--- config.mk ---
export PLATFORM = sky130hd
export DESIGN_NAME = rarm_alu
export DESIGN_NICKNAME = d
export VERILOG_FILES = /design/src/design/rarm_pkg.sv /design/src/design/rarm_alu.sv
export SDC_FILE = /design/constraint.sdc
export NUM_CORES = 1
export LEC_CHECK = 0
export BUFFER_PORTS_ARGS = -buffer_cell sky130_fd_sc_hd__buf_2
export CORE_AREA = 5 5 134 136
export DETAILED_ROUTE_END_ITERATION = 12
export DIE_AREA = 0 0 139 141
export GPL_TIMING_DRIVEN = 0
export SLEW_MARGIN = 20
export SYNTH_ARGS = -nofsm -noshare
export SYNTH_HDL_FRONTEND = slang
export SYNTH_SLANG_ARGS = --single-unit
--- constraint.sdc ---
create_clock -name vclk -period 2.9
set_input_delay 0 -clock vclk [all_inputs]
set_output_delay 0 -clock vclk [all_outputs]
set_load 0.02 [all_outputs]
--- src/design/rarm_pkg.sv ---
package rarm_pkg;
  localparam int VAL_W   = 56;
  localparam int POS_W   = 11;
  localparam int DELTA_W = 48;

  typedef logic signed [VAL_W-1:0] val_t;
  typedef logic [POS_W-1:0] pos_t;

  typedef enum logic {
    ALU_SAT_ADD,
    ALU_MAX
  } alu_op_t;
endpackage

--- src/design/rarm_alu.sv ---
module rarm_alu import rarm_pkg::*; (
  input  alu_op_t op,
  input  val_t    a,
  input  val_t    b,
  output val_t    y
);
  logic signed [VAL_W:0] sum;

  always_comb begin
    sum = {a[VAL_W-1], a} + {b[VAL_W-1], b};
    case (op)
      ALU_SAT_ADD: begin
        if (sum[VAL_W] != sum[VAL_W-1]) begin
          y = sum[VAL_W] ? {1'b1, {(VAL_W-1){1'b0}}} : {1'b0, {(VAL_W-1){1'b1}}};
        end else begin
          y = sum[VAL_W-1:0];
        end
      end
      ALU_MAX: y = (a > b) ? a : b;
      default: y = a;
    endcase
  end
endmodule

==> run summary, run 1 <==
Critical Path End Type - output pin
Crit Path Class - in2out
Final Cycle Share - 111.1%
CP Data Arrival Time - 3.22 ns
Syn Nets - 1218
Max-cap violation count - 0
Max VDD drop - 0.1831 mV
Initial Util - 38.40%
Fin. max-slew vios - 0
Number of global-route vias before repair - 7938
Clock Buffer Count - 0
Mapped Area - 0.006457 sq mm
Final setup vio count - 56
CP Launch Type - input pin
Row cnt - 48
Final Power - 2.922 mW
Sw Ratio - 55.56%
Hold/Removal Path Class - in2out
Starting DRC count in detailed routing - 578
CP most frequent cell - buf_6
Avg Inst Size Synth - 6.510 sq um
Met2 Resource Use GR - 43.80%
Share of layout cells above drive strength 1 - 34.00%
Total GRT Usage - 24.61%
PwrDens - 311.3 mW/mm^2
Seq/Total Area, Yosys - 0%
GRT Residual Overflow - 0
Placer Congestion - 0.9578
Total internal power - 1.299 mW
Worst Tran Pin Value - 0.9374 ns
Placed cells - 1386
Switching Power - 1.624 mW
Met1 usage - 31.84%
Worst setup margin - -0.3210 ns
Non-Filler Instances - 1419
Io pins - 169
Clk pwr share - 0%
Worst path max stage delay - 0.45 ns
Yosys warns - 0
Status - finished with violations
Core area - 0.01682 sq mm
RSZ-0062 raised after global routing - true
Crit Path Max Fanout - 7
Largest net degree at the start of global routing - 11
# diodes - 0
Slowest CP cell - a2111oi_4
Sequential cells - 0
Die height - 141 microns
DIE WIDTH - 139 microns
Slew headroom - 37.51%
Fin. Hold Viols - 0
Seq pwr share - 0%
HPWL after DPL - 20.13 mm
Min Clock Period, post-route - 3.221 ns
Worst hold path cell count - 4
Most common cell after layout, fill and taps aside - buf_2
DR pass1 iterations - 5
Final core utilization - 55.82%
Final ANT Viol Nets - 0
Fmax - 0.3105 GHz
Post-Syn Instances - 992
Combinational Power Share - 100.0%
# DRC - 0
Initial antenna violation count - 0
CP cell instances - buf_6 > inv_4 > ha_4 > nor3_4 > o21ai_2 > a2111oi_4 > o31ai_4 > a31oi_4 > a31oi_4 > o31ai_4 > buf_4 > mux2i_4 > buf_12 > and2_4 > buf_6 > a22o_1 > buf_6
WL final - 26.16 mm
Setup Slack @ Placement - -1.024 ns
CTS Hold Buffers Added - 0
Most used routing layer - met2
Failing checks - setup timing
Routed vias/inst - 5.735
Die area - 0.01960 sq mm
Data required time of the worst path - 2.90 ns
Drt wl/cell - 18.43 microns
First-pass GRT wire length - 40.48 mm
Leak pwr - 4.249 nW
End of the worst hold path - y[6]
Vias - 8138
# port buffers - 169
Most frequent cells in the layout - 108 x buf_2, 99 x inv_1, 99 x nand2_1, 91 x ha_1, 85 x a21oi_1
Final #Nets - 1422
Distinct cell type count after synthesis - 76
Hold wc startpoint - a[6]
Met3 usage - 2.442%
Flip-flop and latch area - 0 sq um
Area Overhead vs Synth - 45.36%
[how the worst max path moves through the flow]
stage | startpoint | to | slack, ns | depth (start not counted)
after global placement | b[0] | y[50] | -1.07 | 15
after CTS | b[3] | y[48] | -0.18 | 17
after global routing | b[2] | y[48] | -0.38 | 17
after detailed placement | b[9] | y[33] | -1.02 | 15
after floorplan | b[3] | y[29] | 0.003 | 15
final | b[2] | y[48] | -0.32 | 17
[through the flow]
step / setup TNS [ns] / hold WS, ns / cell area (sq um)
5_1_grt: -18.44 / 0.4485 / 9387
4_1_cts: -6.662 / 0.4268 / 9089
2_1_floorplan: 0 / 0.2503 / 6548
3_5_place_dp: -49.61 / 0.4831 / 7682
6_report: -13.37 / 0.4204 / 9387
3_3_place_gp: -48.77 / 0.4777 / 7675
[what timing repair did]
item,in CTS,in global routing
pin swaps,56,23
gates cloned,4,2
buffers inserted,37,8
gates resized for setup,280,56
endpoints found under the hold margin,0,0
endpoints found under the setup margin,56,56
[worst max-delay path: cells and delay by family]
family / cells / cell delay (ns)
compound gates: 7 / 1.60
fa+ha+maj: 1 / 0.26
buf+inv: 6 / 0.69
mux: 1 / 0.25
simple gates: 2 / 0.39
[logic make-up after synthesis]
family          Yosys count  share of synthesized area [%]
compound gates          345                          35.44
simple gates            293                          22.11
buf+inv                 170                          10.31
fa+ha+maj               113                          22.01
xor+xnor                 51                          6.917
mux                      20                          3.216
[routing by layer]
metal / wire length, microns / vias to the layer above
met5: 0 / -
met4: 667 / 0
met3: 1825 / 48
met2: 12810 / 336
met1: 10850 / 3791
li1: - / 3963
[power by group through the flow]
stage / logic (mW) / registers, mW / clock network, mW
2_1_floorplan: 1.51 / 0 / 0
3_3_place_gp: 2.17 / 0 / 0
3_5_place_dp: 2.18 / 0 / 0
4_1_cts: 2.76 / 0 / 0
5_1_grt: 3.13 / 0 / 0
6_report: 2.92 / 0 / 0
[layout make-up]
type / count / area (sq um)
Buffer: 38 / 371.6
Inverter: 115 / 441.7
Fill cell: 1662 / 7430
Timing Repair Buffer: 219 / 1650
Multi-Input combinational cell: 822 / 6641
Tap cell: 225 / 281.5
[synth_stat cells, drive strengths merged (3+ instances only)]
cell	count	area, sq um
inv	115	431.7
ha	112	1401
a21oi	103	515.5
nand2	102	382.9
o21ai	72	360.4
nor2	67	251.5
xnor2	47	411.6
clkbuf	39	146.4
a22oi	29	217.7
nand4	26	162.7
o21bai	21	157.7
nor4	20	125.1
o31ai	20	168.9
a211oi	19	142.6
nor3	19	100.1
mux2i	17	173.9
buf	16	87.58
a22o	15	131.4
nor2b	15	93.84
o211ai	11	82.58
nand2b	10	70.06
a21o	8	60.06
a31oi	7	65.06
nand3	6	30.03
or2	6	37.53
or3	5	36.28
a21boi	4	30.02
a221oi	4	35.03
xor2	4	35.03
a2111oi	3	63.81
a211o	3	26.28
a311oi	3	26.28
and2	3	21.27
mux2	3	33.78
nor3b	3	27.52
o2111ai	3	26.28
or4	3	22.52
Note: power is estimated with default switching activity, not from simulation.
==> inputs of run 2 (changes only) <==
Clock period 2.9 ns to 2.6 ns, I/O delays scaled along.
==> run summary, run 2 (same netlist as run 1, synthesis figures left out) <==
Final setup vio count - 56
Vias - 8078
Fmax - 0.3144 GHz
Setup TNS - -28.02 ns
Worst hold path cell count - 4
Initial Util - 38.40%
HPWL after DPL - 20.39 mm
Placed cells - 1386
Routed vias/inst - 5.705
Most frequent cells in the layout - 101 x buf_2, 93 x inv_1, 81 x nand2_1, 78 x a21oi_1, 77 x ha_1
End of the worst hold path - y[4]
Fin. max-slew vios - 0
Crit Path Class - in2out
Largest net degree at the start of global routing - 11
Hold/Removal Path Class - in2out
Hold wc startpoint - a[4]
Final ANT Viol Nets - 0
Min Clock Period, post-route - 3.180 ns
Worst setup margin - -0.5804 ns
WP buf/inv - 6
Core area - 0.01682 sq mm
Worst path max stage delay - 0.36 ns
Failing checks - setup timing
Slew headroom - 33.80%
Status - finished with violations
Number of global-route vias before repair - 8012
Leak pwr - 4.335 nW
Data required time of the worst path - 2.60 ns
Clock Buffer Count - 0
Critical Path End Type - output pin
Post-DP Area - 0.008066 sq mm
RSZ-0062 raised after global routing - true
CP Data Arrival Time - 3.18 ns
CP Launch Type - input pin
CP cell instances - buf_2 > ha_2 > inv_1 > fa_2 > o21bai_4 > o211ai_1 > buf_4 > a21oi_4 > a311oi_2 > buf_4 > o41ai_4 > buf_4 > a221oi_2 > o21ai_2 > a31oi_2 > xnor2_1 > a22o_4 > buf_2
Most common cell after layout, fill and taps aside - buf_2
Final Power - 3.524 mW
First-pass GRT wire length - 41.47 mm
Final #Nets - 1419
Max-cap violation count - 0
Hold WS - 0.4555 ns
Total GRT Usage - 25.17%
Post-route cell area - 0.009938 sq mm
Die height - 141 microns
Area Overhead vs Synth - 53.90%
Crit Path Max Fanout - 3
DR pass1 iterations - 5
Setup Slack @ Placement - -1.406 ns
Slowest CP cell - fa_2
PwrDens - 354.6 mW/mm^2
Row cnt - 48
Max VDD drop - 0.2307 mV
Flip-flop and latch area - 0 sq um
Final Cycle Share - 122.3%
GRT Residual Overflow - 0
Share of layout cells above drive strength 1 - 39.97%
Final core utilization - 59.10%
Starting DRC count in detailed routing - 464
Non-Filler Instances - 1416
Io pins - 169
Initial antenna violation count - 0
Placer Congestion - 0.9582
# DRC - 0
DIE WIDTH - 139 microns
Sequential cells - 0
# diodes - 0
Die area - 0.01960 sq mm
Drt wl/cell - 18.63 microns
# port buffers - 169
CP most frequent cell - buf_4
Worst Tran Pin Value - 0.9930 ns
WL final - 26.37 mm
Filler cell count - 1605
Fin. Hold Viols - 0
Delay-heaviest family, CP - compound AO/OA/AOI/OAI gates
-- run 2: cell count changes in the layout (fill, tap and decap cells not counted), sizes merged --
cell    before  now
buf        231  232
clkbuf      26   22
-- run 2: cell type report --
class / instances / area [sq um] / area share [%]
repair buffers: 222 / 1793 / 18.04
multi-input cells: 822 / 7049 / 70.93
inverters: 115 / 459.2 / 4.620
well taps: 225 / 281.5 / 2.833
plain buffers: 32 / 355.3 / 3.575
-- run 2: repair_timing --
action | 4_1_cts | 5_1_grt
pin swaps | 58 | 47
gates cloned | 6 | 1
resized for setup | 272 | 109
buffers inserted | 35 | 15
setup endpoints to repair | 56 | 56
hold buffers | 0 | 0
-- run 2: how the worst max path moves through the flow --
stage             to  startpoint  slack [ns]  depth (start not counted)
3_5_place_dp   y[20]       b[10]       -1.41                         15
6_report       y[50]        b[0]       -0.58                         18
2_1_floorplan  y[28]        b[3]       -0.20                         15
3_3_place_gp   y[20]       b[10]       -1.50                         15
5_1_grt        y[14]        b[2]       -0.69                         17
4_1_cts        y[50]        b[0]       -0.52                         17
-- run 2: power by group --
group / leakage, nW / switching [mW] / internal, mW
Sequential: 0 / 0 / 0
Clock: 0 / 0 / 0
Combinational: 4.33 / 1.90 / 1.62
Total: 4.33 / 1.90 / 1.62
-- run 2: routing by layer --
layer	share of wire [%]	vias up	wire length, microns	GRT usage, %
li1	-	3959	-	-
met1	43	3783	11370	33.27
met2	48	277	12650	44.21
met3	5.5	59	1444	1.967
met4	3.4	0	907	6.797
met5	0	-	0	0
==> inputs of run 3 (changes only) <==
Settings changed: REMOVE_ABC_BUFFERS set to 1.
==> run summary, run 3 (same netlist as run 1, synthesis figures left out) <==
Status - finished with violations
Failing checks - setup timing
Total internal power - 1.374 mW
Final Cycle Share - 123.7%
GRT Residual Overflow - 0
Max-cap violation count - 0
Core area - 0.01682 sq mm
Setup TNS - -28.59 ns
Area Overhead vs Synth - 43.93%
WL final - 25.54 mm
Fin. max-slew vios - 0
Die height - 141 microns
Crit Path Max Fanout - 6
Largest net degree at the start of global routing - 66
Initial Util - 38.40%
Total GRT Usage - 24.11%
Critical Path End Type - output pin
Crit Path Class - in2out
Fin. Hold Viols - 0
Hold WS - 0.4185 ns
Vias - 8026
Final #Nets - 1393
CP cell instances - buf_8 > inv_4 > ha_4 > or3_4 > a2111oi_4 > o31ai_4 > a31oi_4 > a31oi_4 > o31ai_4 > buf_6 > mux2i_4 > nor2_4 > buf_12 > buf_16 > a22oi_2 > buf_4
Row cnt - 48
# port buffers - 169
Slowest CP cell - or3_4
Combinational Power Share - 100.0%
Routed vias/inst - 5.770
Placed cells - 1335
Hold/Removal Path Class - in2out
Clock Buffer Count - 0
Critical path depth - 16
Most frequent cells in the layout - 108 x buf_2, 100 x nand2_1, 96 x inv_1, 87 x a21oi_1, 79 x buf_4
Data required time of the worst path - 2.60 ns
Placer Congestion - 0.9292
Starting DRC count in detailed routing - 465
CTS Hold Buffers Added - 0
Drt wl/cell - 18.36 microns
Initial antenna violation count - 1
# DRC - 0
Io pins - 169
Die area - 0.01960 sq mm
Switching Power - 1.734 mW
Flip-flop and latch area - 0 sq um
CP Launch Type - input pin
Final ANT Viol Nets - 0
Sequential cells - 0
Sw Ratio - 55.78%
Non-Filler Instances - 1391
Seq pwr share - 0%
Share of layout cells above drive strength 1 - 33.82%
Worst setup margin - -0.6162 ns
End of the worst hold path - y[0]
PwrDens - 334.4 mW/mm^2
Fmax - 0.3109 GHz
Number of global-route vias before repair - 7864
Most common cell after layout, fill and taps aside - buf_2
Clk pwr share - 0%
RSZ-0062 raised after global routing - true
Setup Slack @ Placement - -1.539 ns
Slew headroom - 43.45%
Final setup vio count - 56
Max VDD drop - 0.1874 mV
First-pass GRT wire length - 40.02 mm
DR pass1 iterations - 6
Leak pwr - 4.094 nW
HPWL after DPL - 17.98 mm
Min Clock Period, post-route - 3.216 ns
Hold wc startpoint - b[0]
Delay-heaviest family, CP - compound AO/OA/AOI/OAI gates
CP Data Arrival Time - 3.22 ns
DIE WIDTH - 139 microns
Worst hold path cell count - 4
WP buf/inv - 6
Worst Tran Pin Value - 0.8483 ns
Worst path max stage delay - 0.40 ns
==> run 3: power by group through the flow <==
stage                     Combinational [mW]  Sequential [mW]     Clock, mW
after floorplan                         1.59                0             0
after global routing                    3.35                0  0.0000000515
after CTS                               2.89                0             0
final                                   3.11                0  0.0000000515
after detailed placement                2.35                0             0
after global placement                  2.30                0             0
==> run 3: per-layer routing <==
layer | global-route usage [%] | share of wire [%]
met3 | 2.748 | 5.4
met5 | 0 | 0
met4 | 6.437 | 2.3
met1 | 31.22 | 43
met2 | 42.55 | 49
==> run 3: how the worst max path moves through the flow <==
stage	to	startpoint	slack, ns
global placement	y[52]	b[38]	-3.79
finish	y[25]	b[8]	-0.62
global route	y[25]	a[6]	-0.69
CTS	y[25]	b[7]	-0.64
floorplan	y[41]	b[6]	-1.62
detailed placement	y[25]	b[38]	-1.54
==> run 3: layout make-up <==
| class | instances | area (sq um) |
|---|---|---|
| antenna | 1 | 2.502 |
| fill | 1679 | 7522 |
| inverter | 115 | 441.7 |
| multi-input combinational | 826 | 6845 |
| tap | 225 | 281.5 |
| timing repair buffer | 224 | 1723 |
==> run 3: tightest hold or removal path, cell delays in order <==
cell	delay [ns]
buf_4	0.10
a21oi_1	0.06
o21ai_1	0.11
buf_4	0.14
==> run 3: metrics by stage <==
stage / power (mW) / area (sq um) / util (%)
floorplan: 1.593 / 6223 / -
global placement: 2.295 / 7351 / 43.71
detailed placement: 2.352 / 7483 / 44.50
CTS: 2.888 / 8743 / 51.99
global route: 3.351 / 9294 / 55.27
finish: 3.108 / 9294 / 55.27
==> run 3: repair_timing <==
action	in CTS	in global routing
pin swaps	22	42
endpoints found under the hold margin	0	0
endpoints found under the setup margin	56	56
resized for setup	190	97
cloned	8	1
buffers inserted	33	15
