<file path="src/design/rarm_ram.sv">
module rarm_ram #(
  parameter int W     = 8,
  parameter int DEPTH = 16
) (
  input  logic                     clk,
  input  logic                     we,
  input  logic [$clog2(DEPTH)-1:0] waddr,
  input  logic [W-1:0]             wdata,
  input  logic [$clog2(DEPTH)-1:0] raddr,
  output logic [W-1:0]             rdata
);
  logic [W-1:0] mem [DEPTH];

  always_ff @(posedge clk) begin
    if (we) begin
      mem[waddr] <= wdata;
    end
    rdata <= mem[raddr];
  end
endmodule

</file>
<file path="config.mk">
export PLATFORM = sky130hd
export DESIGN_NAME = rarm_ram
export DESIGN_NICKNAME = d
export VERILOG_FILES = /design/src/design/rarm_ram.sv
export SDC_FILE = /design/constraint.sdc
export NUM_CORES = 1
export LEC_CHECK = 0
export BUFFER_PORTS_ARGS = -buffer_cell sky130_fd_sc_hd__buf_2
export CAP_MARGIN = 30
export CORE_MARGIN = 4
export CORE_UTILIZATION = 40
export DETAILED_ROUTE_END_ITERATION = 8
export PLACE_DENSITY = 0.63
export SETUP_SLACK_MARGIN = 0.4
export SYNTH_ARGS = -nofsm -noshare
export SYNTH_HDL_FRONTEND = slang
export SYNTH_SLANG_ARGS = --single-unit
</file>
<file path="constraint.sdc">
create_clock -name clk -period 3.6 [get_ports clk]
set_input_delay 0.18 -clock clk [delete_from_list [all_inputs] [get_ports clk]]
set_output_delay 0.18 -clock clk [all_outputs]
set_load 0.05 [all_outputs]
</file>
==> impl_summary.txt, run 1 <==
----------------------------------------------------
[STA]
  Final hold violation count ... 0
  Number of pins with negative max-slew slack in the final report ... 0
  Normalized max-slew margin ... 37.5%
  Setup tns final ... 0 ps
  Total of endpoints with negative setup slack in the final report ... 0
  Min Clock Period, post-route ... around 1600 ps
  Achievable frequency ... about 0.61 GHz
  Unrepaired setup endpoints after global routing ... no
  Final period utilization ... 45.5%
  Worst Skew ... 7.23 ps
  Transition time at the pin with the least slew margin ... 933 ps
  Worst hold slack ... 159 ps

[Layout]
  Number of inserted diodes ... 0
  Area taken by flip-flops and latches ... between 4000 and 5000 µm²
  Total of fill cells in the finished design ... 1061
  Area of the multi-input gates ... 1060 µm²
  Layout Area Growth over Synthesis ... 17.5%
  Fraction of final layout cells with drive strength greater than 1 ... 28.1%
  Net count, final ... 286

[Yosys]
  Adder-cell share of the synthesized area ... 0%
  Syn_nets ... 247
  Most frequent cells after synthesis ... 128 x sky130_fd_sc_hd__edfxtp_1, 18 x sky130_fd_sc_hd__mux4_2, 16 x sky130_fd_sc_hd__a22oi_1, 14 x sky130_fd_sc_hd__mux4_1, 13 x sky130_fd_sc_hd__nor2_1
  Count of mapped cells out of synthesis ... 229
  Post-Synth Simple-Gate Area ... around 3.2%
  Largest area contributor in the synthesized netlist ... sky130_fd_sc_hd__edfxtp_1
  Share of the synthesized netlist area taken by xor and xnor gates ... 0%
  FFs w/ async S/R, synth ... 0%
  Share of the synthesized area in the top cell type ... 74.7%
  Biggest area contributors in the synthesized netlist ... sky130_fd_sc_hd__edfxtp_1 75%, sky130_fd_sc_hd__mux4_2 7.9%, sky130_fd_sc_hd__mux4_1 7.1%, sky130_fd_sc_hd__dfxtp_1 3.1%, sky130_fd_sc_hd__a22oi_1 2.3%
  Multiplexer share of the synthesized area ... 15.0%
  Mean area per synthesized cell ... 22.5 µm²
  Share of synthesized area occupied by flip-flops and latches ... 77.8%
  Leading cell type by number of instances after synthesis ... sky130_fd_sc_hd__edfxtp_1
  Number of synthesized flops with an enable pin ... approximately 130
  Prevailing post-synth register cell ... sky130_fd_sc_hd__edfxtp_1
  Area fraction in compound gates after synthesis ... 2.33%
  Flop and latch count out of synthesis ... 136
  Number of distinct library cells after synthesis ... 19
  Combinational family with the most area after synthesis ... multiplexers
  Summed instance area of the synthesized netlist ... slightly above 5000 µm²
  Yosys warns ... 0

[Worst setup path]
  Ordered list of cells on the worst path ... buf_2, buf_4, mux4_1, a22oi_1, nand2_1
  Dominant delay contributor by cell family on the critical path ... buffers and inverters
  Slowest cell on crit path ... sky130_fd_sc_hd__mux4_1
  Critical path launch point type ... input pin
  Largest fanout on the critical path ... 17
  Buf+Inv Stages, Crit Path ... 2
  Kind of capture point of the worst setup path ... register
  Data required time of the worst path ... 3880 ps
  Worst path arrival time ... between 1500 and 2000 ps
  Critical path class ... in2reg
  Crit path largest cell delay ... 610 ps

[Clock tree]
  Clk Latency, worst-skew pair ... 410 ps
  Clock root buffer ... sky130_fd_sc_hd__clkbuf_16
  Clock-pin transition on the worst setup and hold timing paths ... about 60 ps
  Buffer levels on the longest clock path ... 2
  Number of hold buffers added after CTS ... 0
  # resized after CTS ... 0
  Clk sinks ... 136
  Post-CTS setup buffers ... 0
  TritonCTS clock tree ... built
  H-tree depth ... 4
  Clock buffers created by TritonCTS ... 17

[Placed design]
  Number of input and output port buffers inserted ... 25
  Final HPWL DP ... 5970 µm
  RePlAce Congestion ... 0.717

[Global route]
  Global-route wire length before repair ... approximately 15000 µm
  Sum of overflow across all layers after global routing ... 0
  Aggregate global-route resource usage ... 14.2%
  Largest net degree at the start of global routing ... 33
  Via count of the first global-routing pass ... 2439
  Number of antenna violations at the first check in global routing ... 0

[Floorplanning]
  Chip Height ... ~120 µm
  Initial Util ... about 40%
  Horizontal die dimension ... approximately 120 µm
  Full die area ... 14700 µm²
  Core Area ... around 13000 µm²
  Site Rows ... about 40
  Number of placed I/O pins ... 26

[Run status]
  Status ... complete, no violations

[Routing]
  Drt pass-1 iters ... 4
  DRC Markers ... 0
  Wire per inst ... between 20 and 25 µm
  Count of nets left with antenna violations after detail routing ... 0
  Total Wirelength ... 9630 µm
  Via-to-Cell Ratio ... 5.24
  Count of routing violations after the opening detailed-route iteration ... ~310
  Vias post-DR ... about 2400

[Power and ir drop]
  Static Leakage ... between 2 and 2.5 nW
  Highest ir drop seen on vdd ... 0.323 mV
  Total power divided by cell area ... 616 nW/µm²

[Run]
  # Max-Cap Violations ... 0

[Worst hold path]
  Type of the most critical hold path ... in2reg

----------------------------------------------------
==> layout make-up <==
| type | instances | share of cell area (%) |
|---|---|---|
| multi-input cells | 83 | 17.5 |
| clock buffers | 21 | 7.61 |
| clock inverters | 11 | 2.44 |
| flip-flops and latches | 136 | 66.2 |
| repair buffers | 30 | 2.69 |
| well taps | 172 | 3.56 |
==> cells by family (layout without fill, tap and decap cells) <==
kind of cell	Yosys count	after routing
multiplexers	32	32
buffers and inverters	10	62
flip-flops	136	136
AND/OR/NAND/NOR	35	35
AO/OA/AOI/OAI	16	16
==> cell usage in the layout (no fill, tap or decap), drive strengths merged <==
| master | count |
|---|---|
| dfxtp | 8 |
| clkbuf | 21 |
| or3b | 1 |
| clkinv | 7 |
| a22oi | 16 |
| nand2 | 9 |
| and2 | 1 |
| edfxtp | 128 |
| and2b | 1 |
| mux4 | 32 |
| nand3b | 2 |
| nor2 | 13 |
| bufinv | 3 |
| nor2b | 1 |
| buf | 30 |
| nand3 | 1 |
| nand2b | 2 |
| nor3 | 4 |
| clkinvlp | 1 |
==> registers in the layout, summed over array words and instances (netlist names) <==
signal,cells
mem,128
rdata,8
==> routing by layer <==
layer	up-vias	track usage [%]	share of wire, %
met4	0	4.90	1.2
met2	93	22.2	49
li1	1050	-	-
met3	11	4.29	7.5
met5	-	0	0
met1	1219	19.1	42
==> report_power, final <==
part | leakage, nW | total [mW] | internal, mW | switching [mW]
registers | 1.22 | 1.78 | 1.77 | 0.00889
logic | 0.496 | 0.190 | 0.0645 | 0.126
clock network | 0.297 | 1.75 | 1.13 | 0.626
==> metrics by stage <==
stage | total power, mW | setup WS (ps) | instances | utilization [%] | instance area, µm²
after floorplan | 1.94 | 1930 | 229 | - | 5150
after global placement | 2.00 | 1410 | 420 | 43.0 | 5430
after detailed placement | 2.00 | 1500 | 421 | 43.1 | 5440
after CTS | 3.74 | 1920 | 453 | 47.9 | 6050
after global routing | 3.84 | 1830 | 453 | 47.9 | 6050
final | 3.72 | 1960 | 453 | 47.9 | 6050
==> final timing paths <==
path	from	end	slack [ps]	depth (start not counted)
max	raddr[0]	rdata[4]	1960	5
min	wdata[5]	mem[1][5]	160	1
max reg2reg	mem[4][4]	rdata[4]	2200	3
min reg2reg	mem[12][7]	rdata[7]	670	3
Power figures use the tool's default switching activity.
==> run 2, diff against run 1 <==
- PLACE_DENSITY: 0.63 -> 0.65
- clock period: 3.6 -> 1.47 ns (I/O delays scaled with it)
==> run 2 against run 1 <==
  * Sequential cell count unchanged
  * Hold slack worse by 100 ps
  * Power is 150% higher
  * Global-route usage down 0.57 points
  * Highest routed layer unchanged
  * Clock power is 140% higher
  * Non-clock buffer count grew 13
  * Die area unchanged
  * First-iteration DRC count is 40% lower
  * Design area increased by 3.4%
  * Register-to-register slack worse by 2000 ps
  * Cell count up 2.9%
  * Worst setup slack worse by 1800 ps
==> impl_summary.txt, run 2 (same netlist as run 1, synthesis figures left out) <==
----------------------------------------------------
[Routing]
  Routed length on met2 ... 4650 µm (-1.9%)
  Top routing layer used ... met4
  Count of nets left with antenna violations after detail routing ... 0 (unchanged)
  Amount of wire on met3 after detailed routing ... 418 µm (-42%)
  Met1 wire length ... 3980 µm (-1.7%)
  DRC Markers ... 0 (unchanged)
  Wire per inst ... 19.6 µm (-7.7%)
  Count of routing violations after the opening detailed-route iteration ... 186 (-40%)
  Total Wirelength ... 9150 µm (-5.0%)
  Vias post-DR ... 2365 (-0.34%)
  Drt pass-1 iters ... 4 (unchanged)
  Via-to-Cell Ratio ... 5.08 (-3.1%)

[Worst setup path]
  Largest fanout on the critical path ... 1 (-16)
  Critical path launch point type ... register
  Data required time of the worst path ... 1750 ps (-2130 ps)
  Critical path class ... reg2reg
  Register-to-Register Path Depth ... 3 (unchanged)
  Worst path arrival time ... 1550 ps (-370 ps)
  Kind of capture point of the worst setup path ... register

[Floorplanning]
  Core Area ... 12600 µm² (unchanged)
  Number of placed I/O pins ... 26 (unchanged)
  Chip Height ... 121 µm (unchanged)
  Full die area ... 14700 µm² (unchanged)
  Horizontal die dimension ... 121 µm (unchanged)
  Initial Util ... 40.8% (unchanged)
  Site Rows ... 41 (unchanged)

[STA]
  Worst hold slack ... 54.6 ps (-104 ps)
  Transition time at the pin with the least slew margin ... 797 ps (-136 ps)
  Worst Skew ... 6.61 ps (-0.619 ps)
  Total of endpoints with negative setup slack in the final report ... 0 (unchanged)
  Normalized max-slew margin ... 46.8% (+9.2 points)
  Number of pins with negative max-slew slack in the final report ... 0 (unchanged)
  Post-route setup slack ... 206 ps (-1760 ps)
  Achievable frequency ... between 0.7 and 0.8 GHz
  Final period utilization ... a little under nine tenths
  Unrepaired setup endpoints after global routing ... yes
  Final hold violation count ... 0 (unchanged)
  Setup tns final ... 0 ps (unchanged)
  Min Clock Period, post-route ... roughly 1300 ps

[Layout]
  Leading registers by flop count ... mem (128), rdata (8)
  Largest reg by FF count ... mem
  Most common cell after layout, fill and taps aside ... sky130_fd_sc_hd__edfxtp_1
  Number of flip-flops in the largest register ... 128 (unchanged)
  Net count, final ... 299 (+4.5%)
  Number of inserted diodes ... 0 (unchanged)
  Final instance count without filler cells ... 466 (+2.9%)
  Fraction of final layout cells with drive strength greater than 1 ... 41.5% (+13 points)
  Layout Area Growth over Synthesis ... 21.5%
  Highest-count cells in the layout ignoring fill and taps ... 128 x sky130_fd_sc_hd__edfxtp_1, 32 x sky130_fd_sc_hd__mux4_2, 21 x sky130_fd_sc_hd__buf_2, 17 x sky130_fd_sc_hd__clkbuf_16, 14 x sky130_fd_sc_hd__buf_4

[Power and ir drop]
  Static Leakage ... 2.05 nW (+1.8%)
  Total power divided by cell area ... 1460 nW/µm² (+140%)
  Highest ir drop seen on vdd ... 0.768 mV (+140%)

[Global route]
  Sum of overflow across all layers after global routing ... 0 (unchanged)
  Aggregate global-route resource usage ... 13.6% (-0.57 points)
  Number of antenna violations at the first check in global routing ... 0 (unchanged)
  Via count of the first global-routing pass ... 2501 (+2.5%)
  Global-route wire length before repair ... 14500 µm (-0.89%)
  Largest net degree at the start of global routing ... 33 (unchanged)

[Clock tree]
  Number of hold buffers added after CTS ... 0 (unchanged)
  H-tree depth ... 4 (unchanged)
  Clock buffers created by TritonCTS ... 17 (unchanged)
  TritonCTS clock tree ... built
  Clk Latency, worst-skew pair ... 400 ps (about the same)
  Clock root buffer ... sky130_fd_sc_hd__clkbuf_16
  Clk sinks ... 136 (unchanged)
  Buffer levels on the longest clock path ... 2 (unchanged)
  Clock-pin transition on the worst setup and hold timing paths ... 60 ps (about the same)

[Placed design]
  Number of cells in the design after placement ... 434 (+3.1%)
  RePlAce Congestion ... 0.735 (+2.6%)
  Worst slack at placement ... 8.16 ps (-1490 ps)
  Number of input and output port buffers inserted ... 25 (unchanged)
  Final HPWL DP ... 6010 µm (+0.73%)

[Worst hold path]
  Cell depth of the worst min-delay path ... 1 (unchanged)
  Type of the most critical hold path ... in2reg

[Run status]
  Status ... complete, no violations

[Run]
  # Max-Cap Violations ... 0 (unchanged)

----------------------------------------------------
==> run 2: where the power goes <==
group          internal (mW)  switching, mW
Combinational          0.205          0.323
Clock                   2.68           1.56
Sequential              4.34         0.0226
==> run 2: final timing paths <==
check | start | slack [ps] | endpoint
worst max-delay path | mem[6][3] | 210 | rdata[3]
worst min-delay path | wdata[6] | 50 | mem[6][6]
worst max register to register | mem[6][3] | 210 | rdata[3]
worst min register to register | mem[15][7] | 660 | rdata[7]
==> run 2: cell type report <==
cell class / count / area, µm²
flip-flops and latches: 136 / 4000
well taps: 172 / 215
clock inverters: 14 / 175
repair buffers: 43 / 333
clock buffers: 18 / 429
multi-input cells: 83 / 1100
fillers: 1039 / 6370
==> run 2: metal layers <==
layer,vias up,global-route usage (%)
met1,1239,17.8
met4,0,5.32
met3,8,3.87
met2,54,21.7
li1,1064,-
met5,-,0
==> run 2: critical path: stages (launching register included) <==
cell	delay [ps]
sky130_fd_sc_hd__edfxtp_1	370
sky130_fd_sc_hd__mux4_2	490
sky130_fd_sc_hd__a22oi_1	190
sky130_fd_sc_hd__nand2_1	90
==> run 2: what timing repair did <==
action | 4_1_cts | 5_1_grt
gates resized for setup | 7 | 5
endpoints found under the setup margin | 9 | 11
pin swaps | 0 | 3
buffers inserted | 0 | 0
==> run 2: through the flow <==
| step | instance area [µm²] | power (mW) | utilization [%] |
|---|---|---|---|
| 6_report | 6250 | 9.12 | 49.5 |
| 5_1_grt | 6250 | 9.45 | 49.5 |
| 4_1_cts | 6230 | 9.20 | 49.4 |
| 3_5_place_dp | 5600 | 4.96 | 44.4 |
| 3_3_place_gp | 5600 | 4.94 | 44.4 |
| 2_1_floorplan | 5180 | 4.77 | - |
==> run 3, diff against run 2 <==
- CORE_ASPECT_RATIO: default -> 0.8
==> run 3 against run 2 <==
  * Count of clock-buffer cells in the layout increased by 4
  * Core utilization rose by 0.42 points
  * Critical path depth unchanged
  * Combinational power is 2% higher
  * Via count rose by 0.25%
  * Sequential cell count stayed put
  * Clock power fell by 8.7%
  * Critical endpoint is now rdata[6]
  * Highest routed layer unchanged
==> impl_summary.txt, run 3 (same netlist as run 1, synthesis figures left out) <==
----------------------------------------------------
[Power and ir drop]
  Highest ir drop seen on vdd ... 0.787 mV (+2.4%)
  Net switching power figure ... 1.80 mW (-5.1%)
  Cell-internal power ... 6.98 mW (-3.3%)
  Sequential share of power ... 49.9% (+2.1 points)
  Total power divided by cell area ... 1420 nW/µm² (-2.7%)
  Clock network fraction of design power ... 44.0% (-2.4 points)
  Switching Share ... 20.5% (-0.30 points)
  Static Leakage ... 2.03 nW (-1.1%)
  Comb power frac ... 6.1% (+0.3 points)

[Clock tree]
  Clk sinks ... 136 (unchanged)
  H-tree depth ... 4 (unchanged)
  Buffer levels on the longest clock path ... 2 (unchanged)
  Post-CTS setup buffers ... 0 (unchanged)
  TritonCTS clock tree ... built
  Clock root buffer ... sky130_fd_sc_hd__clkbuf_16
  Clock buffers created by TritonCTS ... 17 (unchanged)
  Clk Latency, worst-skew pair ... 410 ps (about the same)
  Clock-pin transition on the worst setup and hold timing paths ... 50 ps (about the same)

[STA]
  Achievable frequency ... 0.780 GHz (-1.4%)
  Total of endpoints with negative setup slack in the final report ... 0 (unchanged)
  Unrepaired setup endpoints after global routing ... yes
  Number of pins with negative max-slew slack in the final report ... 0 (unchanged)
  Transition time at the pin with the least slew margin ... 891 ps (+93.6 ps)
  Setup tns final ... 0 ps (unchanged)
  Normalized max-slew margin ... 40.5% (-6.3 points)
  Post-route setup slack ... 187 ps (-18.3 ps)
  Final hold violation count ... 0 (unchanged)
  Worst Skew ... 8.61 ps (+2.00 ps)
  Min Clock Period, post-route ... 1280 ps (+18.3 ps)
  Final period utilization ... 87.2% (+1.2 points)

[Routing]
  Wire per inst ... 22.3 µm (+14%)
  Count of routing violations after the opening detailed-route iteration ... 195 (+4.8%)
  Vias post-DR ... 2371 (+0.25%)
  DRC Markers ... 0 (unchanged)
  Via-to-Cell Ratio ... 5.13 (+1.1%)
  Total Wirelength ... 10300 µm (+13%)
  Count of nets left with antenna violations after detail routing ... 0 (unchanged)
  Drt pass-1 iters ... 4 (unchanged)

[Global route]
  Via count of the first global-routing pass ... 2555 (+2.2%)
  Number of antenna violations at the first check in global routing ... 0 (unchanged)
  Sum of overflow across all layers after global routing ... 0 (unchanged)
  Aggregate global-route resource usage ... 15.4% (+1.7 points)
  Largest net degree at the start of global routing ... 33 (unchanged)
  Global-route wire length before repair ... 15700 µm (+8.3%)

[Placed design]
  RePlAce Congestion ... 0.721 (-2.0%)
  Worst slack at placement ... 17.4 ps (+9.23 ps)
  Final HPWL DP ... 6610 µm (+10%)
  Number of input and output port buffers inserted ... 25 (unchanged)

[Layout]
  Number of flip-flops in the largest register ... 128 (unchanged)
  Total of fill cells in the finished design ... 987 (-5.0%)
  Net count, final ... 297 (-0.67%)
  Number of inserted diodes ... 0 (unchanged)
  Area of the multi-input gates ... 1090 µm² (-0.46%)
  Layout Area Growth over Synthesis ... 20.2%
  Area taken by flip-flops and latches ... 4010 µm² (+0.12%)
  Leading registers by flop count ... mem (128), rdata (8)
  Most common cell after layout, fill and taps aside ... sky130_fd_sc_hd__edfxtp_1
  Highest-count cells in the layout ignoring fill and taps ... 128 x sky130_fd_sc_hd__edfxtp_1, 32 x sky130_fd_sc_hd__mux4_2, 19 x sky130_fd_sc_hd__buf_2, 17 x sky130_fd_sc_hd__clkbuf_16, 13 x sky130_fd_sc_hd__buf_4
  Fraction of final layout cells with drive strength greater than 1 ... 41.6% (+0.084 points)
  Largest reg by FF count ... mem

[Floorplanning]
  Chip Height ... 109 µm (-9.9%)
  Full die area ... 14800 µm² (about the same)
  Site Rows ... 36 (-12%)
  Number of placed I/O pins ... 26 (unchanged)
  Initial Util ... 41.6% (+0.77 points)
  Horizontal die dimension ... 135 µm (+11%)
  Core Area ... 12400 µm² (-1.8%)

[Worst setup path]
  Kind of capture point of the worst setup path ... register
  Register-to-Register Path Depth ... 3 (unchanged)
  Largest fanout on the critical path ... 1 (unchanged)
  Worst path arrival time ... 1570 ps (+20 ps)
  Critical path launch point type ... register
  Start point of the critical path ... mem[3][6]
  Data required time of the worst path ... 1760 ps (about the same)
  Critical path class ... reg2reg
  Reg2Reg Launch Point ... mem[3][6]

[Run]
  # Max-Cap Violations ... 0 (unchanged)

[Worst hold path]
  Type of the most critical hold path ... in2reg
  Min-delay src ... wdata[3]
  Cell depth of the worst min-delay path ... 1 (unchanged)

[Run status]
  Status ... complete, no violations

----------------------------------------------------
-- run 3: per-stage QoR --
step           util, %  total power [mW]  cells  hold WS, ps  cell area [µm²]
5_1_grt           50.0              9.09    462         44.2             6190
4_1_cts           49.8              8.86    462         40.6             6170
3_3_place_gp      45.0              4.95    431          460             5570
2_1_floorplan        -              4.77    229          172             5180
6_report          50.0              8.78    462         54.1             6190
3_5_place_dp      45.0              4.97    431          474             5570
-- run 3: layout make-up --
type	count	area share, %
tap	171	3.46
timing repair buffer	41	5.26
clock buffer	22	7.66
multi-input combinational	83	17.6
sequential	136	64.8
clock inverter	9	1.21
-- run 3: power groups by stage --
stage	Clock [mW]	Combinational (mW)	Sequential (mW)
2_1_floorplan	0	0.248	4.53
3_3_place_gp	0	0.504	4.45
3_5_place_dp	0	0.514	4.45
4_1_cts	3.94	0.540	4.38
5_1_grt	4.14	0.574	4.38
6_report	3.86	0.538	4.38
-- run 3: metal layers --
layer	wire length, µm	part of all wire (%)	track usage (%)	up-vias
met5	0	0	0	-
met4	74	0.72	3.27	0
li1	-	-	-	1058
met2	4820	47	23.3	67
met1	4700	45	21.5	1240
met3	728	7.1	5.81	6
-- run 3: final timing paths --
check	end	slack, ps
setup / recovery	rdata[6]	190
hold / removal	mem[8][3]	50
setup reg to reg	rdata[6]	190
hold reg to reg	rdata[1]	670
-- run 3: critical path: stages (launching register included) --
cell and delay, ps:
sky130_fd_sc_hd__edfxtp_1 390, sky130_fd_sc_hd__mux4_2 520, sky130_fd_sc_hd__a22oi_2 200, sky130_fd_sc_hd__nand2_1 70
-- run 3: repair_timing --
action,4_1_cts,5_1_grt
hold buffers,0,0
setup endpoints to repair,13,11
resized for setup,15,6
pin swaps,0,1
